$ cat config.mk
export PLATFORM = sky130hd
export DESIGN_NAME = mrp_mulmod
export DESIGN_NICKNAME = d
export VERILOG_FILES = /design/src/hw/rtl/mrp_mulmod.sv
export SDC_FILE = /design/constraint.sdc
export NUM_CORES = 1
export LEC_CHECK = 0
export ABC_AREA = 1
export BUFFER_PORTS_ARGS = -buffer_cell sky130_fd_sc_hd__buf_2
export CORE_UTILIZATION = 57
export CTS_BUF_LIST = sky130_fd_sc_hd__clkbuf_8
export DETAILED_ROUTE_END_ITERATION = 8
export PLACE_DENSITY = 0.81
export SLEW_MARGIN = 25
export SYNTH_ARGS = -nofsm -noshare
export SYNTH_HDL_FRONTEND = slang
export SYNTH_SLANG_ARGS = --single-unit
$ cat constraint.sdc
create_clock -name i_clk -period 4.2 [get_ports i_clk]
set_clock_uncertainty 0.2 [all_clocks]
set_input_delay 0.63 -clock i_clk [delete_from_list [all_inputs] [get_ports i_clk]]
set_output_delay 0.63 -clock i_clk [all_outputs]
set_load 0.01 [all_outputs]
$ cat src/hw/rtl/mrp_mulmod.sv
// Bit-serial modular multiplier: one multiplier bit per cycle, MSB first.
`default_nettype none

module mrp_mulmod #(
    parameter int unsigned W = 63
) (
    input  wire logic         i_clk,
    input  wire logic         i_rst_n,
    input  wire logic         i_start,
    input  wire logic [W-1:0] i_x,
    input  wire logic [W-1:0] i_y,
    input  wire logic [W-1:0] i_m,
    output logic              o_done,
    output logic [W-1:0]      o_product
);

    localparam int unsigned E  = W + 3;
    localparam int unsigned CW = $clog2(W + 1);

    logic          r_busy, n_busy;
    logic          r_done, n_done;
    logic [CW-1:0] r_cnt, n_cnt;
    logic [W-1:0]  r_acc, n_acc;
    logic [W-1:0]  r_x, n_x;
    logic [W-1:0]  r_y, n_y;

    logic [E-1:0]  a, xe, me, am, ax, axm, axm2, step;

    always_comb begin
        // Double the accumulator, optionally add x, then pick the candidate
        // that lands in [0, m); all candidates are formed side by side.
        a    = {2'b00, r_acc, 1'b0};
        xe   = {3'b000, r_x};
        me   = {3'b000, i_m};
        am   = a - me;
        ax   = a + xe;
        axm  = ax - me;
        axm2 = ax - {2'b00, i_m, 1'b0};
        if (r_y[W-1]) begin
            if (axm[E-1]) begin
                step = ax;
            end else if (axm2[E-1]) begin
                step = axm;
            end else begin
                step = axm2;
            end
        end else begin
            step = am[E-1] ? a : am;
        end

        n_busy = r_busy;
        n_done = 1'b0;
        n_cnt  = r_cnt;
        n_acc  = r_acc;
        n_x    = r_x;
        n_y    = r_y;
        if (i_start) begin
            n_busy = 1'b1;
            n_cnt  = CW'(W);
            n_acc  = '0;
            n_x    = i_x;
            n_y    = i_y;
        end else if (r_busy) begin
            n_acc = step[W-1:0];
            n_y   = {r_y[W-2:0], 1'b0};
            n_cnt = r_cnt - CW'(1);
            if (r_cnt == CW'(1)) begin
                n_busy = 1'b0;
                n_done = 1'b1;
            end
        end
    end

    always_ff @(posedge i_clk) begin
        if (!i_rst_n) begin
            r_busy <= 1'b0;
            r_done <= 1'b0;
            r_cnt  <= '0;
        end else begin
            r_busy <= n_busy;
            r_done <= n_done;
            r_cnt  <= n_cnt;
        end
    end

    always_ff @(posedge i_clk) begin
        r_acc <= n_acc;
        r_x   <= n_x;
        r_y   <= n_y;
    end

    assign o_done    = r_done;
    assign o_product = r_acc;

endmodule

`default_nettype wire

==> impl_metrics.csv, run 1 <==
group,metric,value,unit
place,numPortBuffers,255,
synthesis,synth_top_cell_by_area,"nand2_1",
synthesis,yosys_register_bits,197,
run_status,haltStage,"5_1_grt",
cts,cts-buffers-inserted,17,
synthesis,avgSynthCellArea,5.91,um2
floorplanning,ios,256,
synthesis,synthTopCellsByArea,"nand2_1, edfxtp_1, ha_1, inv_1, nor2_1",
grt,grt_max_degree,74,
cts,clkSinkCount,197,
synthesis,synth-async-reset-ratio,0,%
synthesis,synth_cells,4740,
floorplanning,die_y,224,um
synthesis,ys_warn_count,0,
run_status,error_line,"[ERROR GRT-0116] Global routing finished with congestion. Check the congestion regions in the DRC Viewer.",
cts,cts-root-buf,"clkbuf_8",
place,placed_area,0.0379,mm2
grt,grt_pass1_wl,266000,um
place,dpl_worst_slack,-1.20,ns
synthesis,synth_area,0.0280,mm2
grt,grtUsageTotal,71.1,%
cts,h-tree-depth,4,
synthesis,synthXorXnorAreaFrac,5.50,%
synthesis,synth_top_family_by_area,"simple AND/OR/NAND/NOR gates",
synthesis,synthAdderAreaFrac,11.5,%
synthesis,yosys.area_share.simple,35.1,%
synthesis,ys_types,48,
run_status,status,"did not finish",
place,place_congestion,1.20,
cts,clockBufferDepth,2,
grt,grt_pass1_vias,44500,
synthesis,synth_flop_cell,"edfxtp_1",
synthesis,netlist.area_leader.share,18.8,%
floorplanning,die_width,224,um
synthesis,synth_edf_count,126,
synthesis,syn_nets,5188,
place,dp_hpwl,119000,um
grt,overflow,15,
floorplanning,fp-row-count,80,
synthesis,ys_seq_area_share,18.6,%
synthesis,synth-compound-area-share,18.7,%
synthesis,muxShareOfSynthArea,0,%
floorplanning,initial_core_util,58.2,%
through the flow:
step                TNS, ns  instances
floorplan                 0       4740
global placement     -52.49       6642
detailed placement   -61.41       6642
CTS                  -35.22       6736
cell families after synthesis:
| family | Yosys count |
|---|---|
| fa+ha+maj | 256 |
| simple gates | 2414 |
| flops | 197 |
| compound gates | 935 |
| xor+xnor | 176 |
| buf+inv | 762 |
timing repair:
| action | CTS |
|---|---|
| endpoints found under the setup margin | 63 |
| gates cloned | 10 |
| pin swaps | 100 |
| hold buffers | 0 |
| setup buffers | 52 |
| gates resized for setup | 416 |
metal layers:
layer  GRT usage (%)  GRT overflow
met4            63.8            10
met2            90.5             4
met3            53.0             0
met1            73.7             1
met5            17.3             0
Yosys cell counts (4+ instances only):
| library cell | n |
|---|---|
| o211ai_1 | 28 |
| edfxtp_1 | 126 |
| buf_4 | 7 |
| or2_2 | 16 |
| xnor2_1 | 58 |
| nand3_1 | 266 |
| nand2_2 | 16 |
| a21o_1 | 36 |
| a211oi_1 | 6 |
| and3_1 | 8 |
| inv_1 | 676 |
| o21a_1 | 19 |
| o21ai_0 | 292 |
| nor3_1 | 41 |
| buf_2 | 18 |
| xor2_1 | 118 |
| buf_6 | 8 |
| nor2_1 | 568 |
| ha_1 | 252 |
| o21bai_1 | 81 |
| nand3b_1 | 15 |
| nor4_1 | 15 |
| a31oi_1 | 35 |
| nand4_1 | 42 |
| nor2_2 | 4 |
| nand2_1 | 1406 |
| and2_1 | 8 |
| dfxtp_1 | 71 |
| a21boi_0 | 18 |
| fa_1 | 4 |
| clkbuf_1 | 43 |
| inv_2 | 4 |
| a21oi_1 | 396 |
| o21ai_1 | 9 |
==> inputs of run 2 (changes only) <==
CORE_UTILIZATION = 40   (was 57)
CTS_BUF_LIST = unset   (was sky130_fd_sc_hd__clkbuf_8)
PLACE_DENSITY = unset   (was 0.81)
PLACE_DENSITY_LB_ADDON = 0.15   (was unset)
clock period = 5.5 ns   (was 4.2 ns; I/O delays follow)
==> run 2 against run 1 <==
  * Synthesized area did not move
  * The flow now finishes without violations
  * Synthesized cell count did not move
==> impl_metrics.csv, run 2 <==
group,metric,value,unit
cts,cts_tree,"yes",
detailed_routing,drc_errors,0,
synthesis,netlist.area_leader.share,18.8,%
grt,grtUsageTotal,42.1,%
synthesis,synthAdderAreaFrac,11.5,%
synthesis,synth-compound-area-share,18.7,%
sta,finalCriticalPeriod,5.36,ns
worst_setup_path,crit_path_frequent_cell,"nand2_1",
worst_setup_path,reg2reg_slack,0.14,ns
detailed_routing,ant_nets,0,
worst_setup_path,cpMaxStageDelayCell,"fa_1",
synthesis,muxShareOfSynthArea,0,%
worst_setup_path,endpoint_kind,"register",
synthesis,synth_edf_count,126,
detailed_routing,wl_per_cell,23.8,um
detailed_routing,viasPerCell,5.51,
synthesis,synth_area,0.0280,mm2
worst_setup_path,critical_path_arrival,5.56,ns
detailed_routing,drt_iter0_drc,4255,
synthesis,synth_most_common_cell,"nand2_1",
grt,overflow,0,
synthesis,synthTopCellsByArea,"nand2_1, edfxtp_1, ha_1, inv_1, nor2_1",
place,dp_hpwl,130000,um
synthesis,ys_warn_count,0,
cts,clkTransAtPathRegs,0.10,ns
sta,rsz0062_at_grt,"true",
synthesis,synth-async-reset-ratio,0,%
worst_setup_path,required,5.70,ns
finish,layout.cells.non_filler,6396,
cts,clk_latency,0.53,ns
worst_setup_path,cpPeakStageDelay,0.42,ns
floorplanning,die_width,267,um
worst_hold_path,hp-class,"in -> reg",
finish,area_growth,25.2,%
worst_setup_path,startpoint,"o_product[0]",
finish,fin_nets,5899,
detailed_routing,vias,35200,
worst_setup_path,endpoint,"o_product[7]",
place,dp.cells,6358,
finish,final_common_cell,"nand2_1",
worst_setup_path,start_kind,"register",
synthesis,ys_types,48,
floorplanning,die_y,267,um
worst_setup_path,worstSetupPathType,"reg -> reg",
detailed_routing,drt_wl_total,152000,um
power_and_ir_drop,seqPwrFrac,11.8,%
sta,worstMarginPinSlew,0.812,ns
finish,mostFrequentLayoutCells,"nand2_1, inv_1, nor2_1",
sta,report.final.slew_viol_count,0,
cts,h-tree-depth,4,
power_and_ir_drop,power.switching,9.12,mW
worst_setup_path,cp_max_fo,29,
synthesis,synth_flop_cell,"edfxtp_1",
cts,cts-root-buf,"clkbuf_16",
sta,period_share,97.5,%
power_and_ir_drop,peakVddDrop,0.228,mV
synthesis,yosys.area_share.simple,35.1,%
floorplanning,die_area,0.0711,mm2
grt,grt_pass1_wl,214000,um
power_and_ir_drop,p_clk_share,9.2,%
synthesis,synth_top_cell_by_area,"nand2_1",
power_and_ir_drop,leakagePower,17.8,nW
synthesis,ys_seq_area_share,18.6,%
power_and_ir_drop,power,16.2,mW
finish,layout-drive-gt1-share,17.0,%
synthesis,synth_top_family_by_area,"simple AND/OR/NAND/NOR gates",
floorplanning,ios,256,
synthesis,yosys_register_bits,197,
floorplanning,initial_core_util,40.7,%
cts,clkSinkCount,197,
grt,antenna_found_initial,6,
floorplanning,fp-row-count,96,
place,place_congestion,1.14,
sta,setup-violations-final,0,
worst_setup_path,reg2reg_from,"o_product[0]",
synthesis,synth_commonest_cells,"nand2_1, inv_1, nor2_1",
sta,max-slew-margin-rel,45.3,%
synthesis,synthXorXnorAreaFrac,5.50,%
synthesis,avgSynthCellArea,5.91,um2
worst_setup_path,worstReg2RegEnd,"o_product[7]",
place,numPortBuffers,255,
floorplanning,core-area,0.0689,mm2
finish,fill_cells,7576,
synthesis,synth_cells,4740,
grt,grt_max_degree,69,
detailed_routing,drt_pass1_iterations,6,
power_and_ir_drop,comb_power_share,78.9,%
grt,grt_pass1_vias,33300,
worst_setup_path,rr_worst_depth,28,
job,maxCapViolations,0,
cts,clockBufferDepth,2,
power_and_ir_drop,powerDensity,460,mW/mm2
sta,max_freq,0.186,GHz
run_status,status,"completed",
synthesis,syn_nets,5188,
cts,cts-buffers-inserted,17,
cts,hold_buffers,0,
power_and_ir_drop,internal-power,7.04,mW
power_and_ir_drop,switching_share,56.5,%
sta,hold_viol_final,0,
## run 2: cell counts after synthesis
No cell type changed its count.
## run 2: final cells by class
class | instances | area, um2 | share of cell area [%]
multi-input combinational | 3781 | 20200 | 57.5
timing repair buffer | 771 | 5320 | 15.2
sequential | 197 | 5210 | 14.8
inverter | 683 | 2560 | 7.30
tap | 931 | 1160 | 3.32
clock buffer | 17 | 425 | 1.21
clock inverter | 15 | 234 | 0.666
antenna | 1 | 2.50 | 0.00713
## run 2: logic make-up (layout without fill, tap and decap cells)
group,after synthesis,in the layout
buf+inv,762,1486
flops,197,197
simple gates,2414,2414
fa+ha+maj,256,256
other cells,0,1
xor+xnor,176,176
compound gates,935,935
## run 2: per-layer routing
layer	part of all wire (%)	global-route usage, %
met3	11	10.1
met2	42	63.3
met1	42	56.0
met4	5.2	20.6
met5	0.043	0
## run 2: worst max-delay path, delay by kind of cell (launching register included)
family / cells / cell delay (ns)
compound gates: 8 / 1.43
fa+ha+maj: 3 / 0.87
buf+inv: 5 / 0.67
flops: 1 / 0.35
simple gates: 12 / 1.68
## run 2: worst min path at each step
stage | startpoint | to | slack (ns) | depth (start not counted)
final | i_x[16] | r_x[16] | 0.27 | 1
after global routing | i_x[12] | r_x[12] | 0.25 | 1
after floorplan | r_cnt[0] | r_cnt[0] | 0.25 | 1
after global placement | r_cnt[5] | r_cnt[5] | 0.27 | 2
after CTS | i_x[16] | r_x[16] | 0.24 | 1
after detailed placement | r_cnt[5] | r_cnt[5] | 0.28 | 2
## run 2: what timing repair did
item,CTS,global route
resized for setup,10,71
gates cloned,0,0
endpoints found under the setup margin,43,63
pin swaps,0,10
buffers inserted,0,5
hold endpoints to repair,0,0
## run 2: metrics by stage
step | utilization (%) | cell area, um2 | setup slack (ns) | TNS, ns | hold slack (ns)
finish | 50.9 | 35100 | 0.135 | 0 | 0.267
global route | 50.9 | 35100 | -0.0823 | -0.119 | 0.252
CTS | 50.4 | 34800 | 0.00369 | 0 | 0.243
detailed placement | 49.4 | 34100 | -0.247 | -1.16 | 0.281
global placement | 49.4 | 34100 | -0.224 | -0.647 | 0.268
floorplan | - | 28000 | 0.993 | 0 | 0.247
## run 2: power groups by stage
stage                     combinational [mW]  clock [mW]  sequential, mW
after floorplan                         6.24           0            1.92
after global placement                  12.0           0            1.92
after detailed placement                12.0           0            1.92
after CTS                               12.0        1.51            1.89
after global routing                    13.4        1.54            1.92
final                                   12.8        1.49            1.91
No activity file was read; power rests on OpenSTA's default activity.
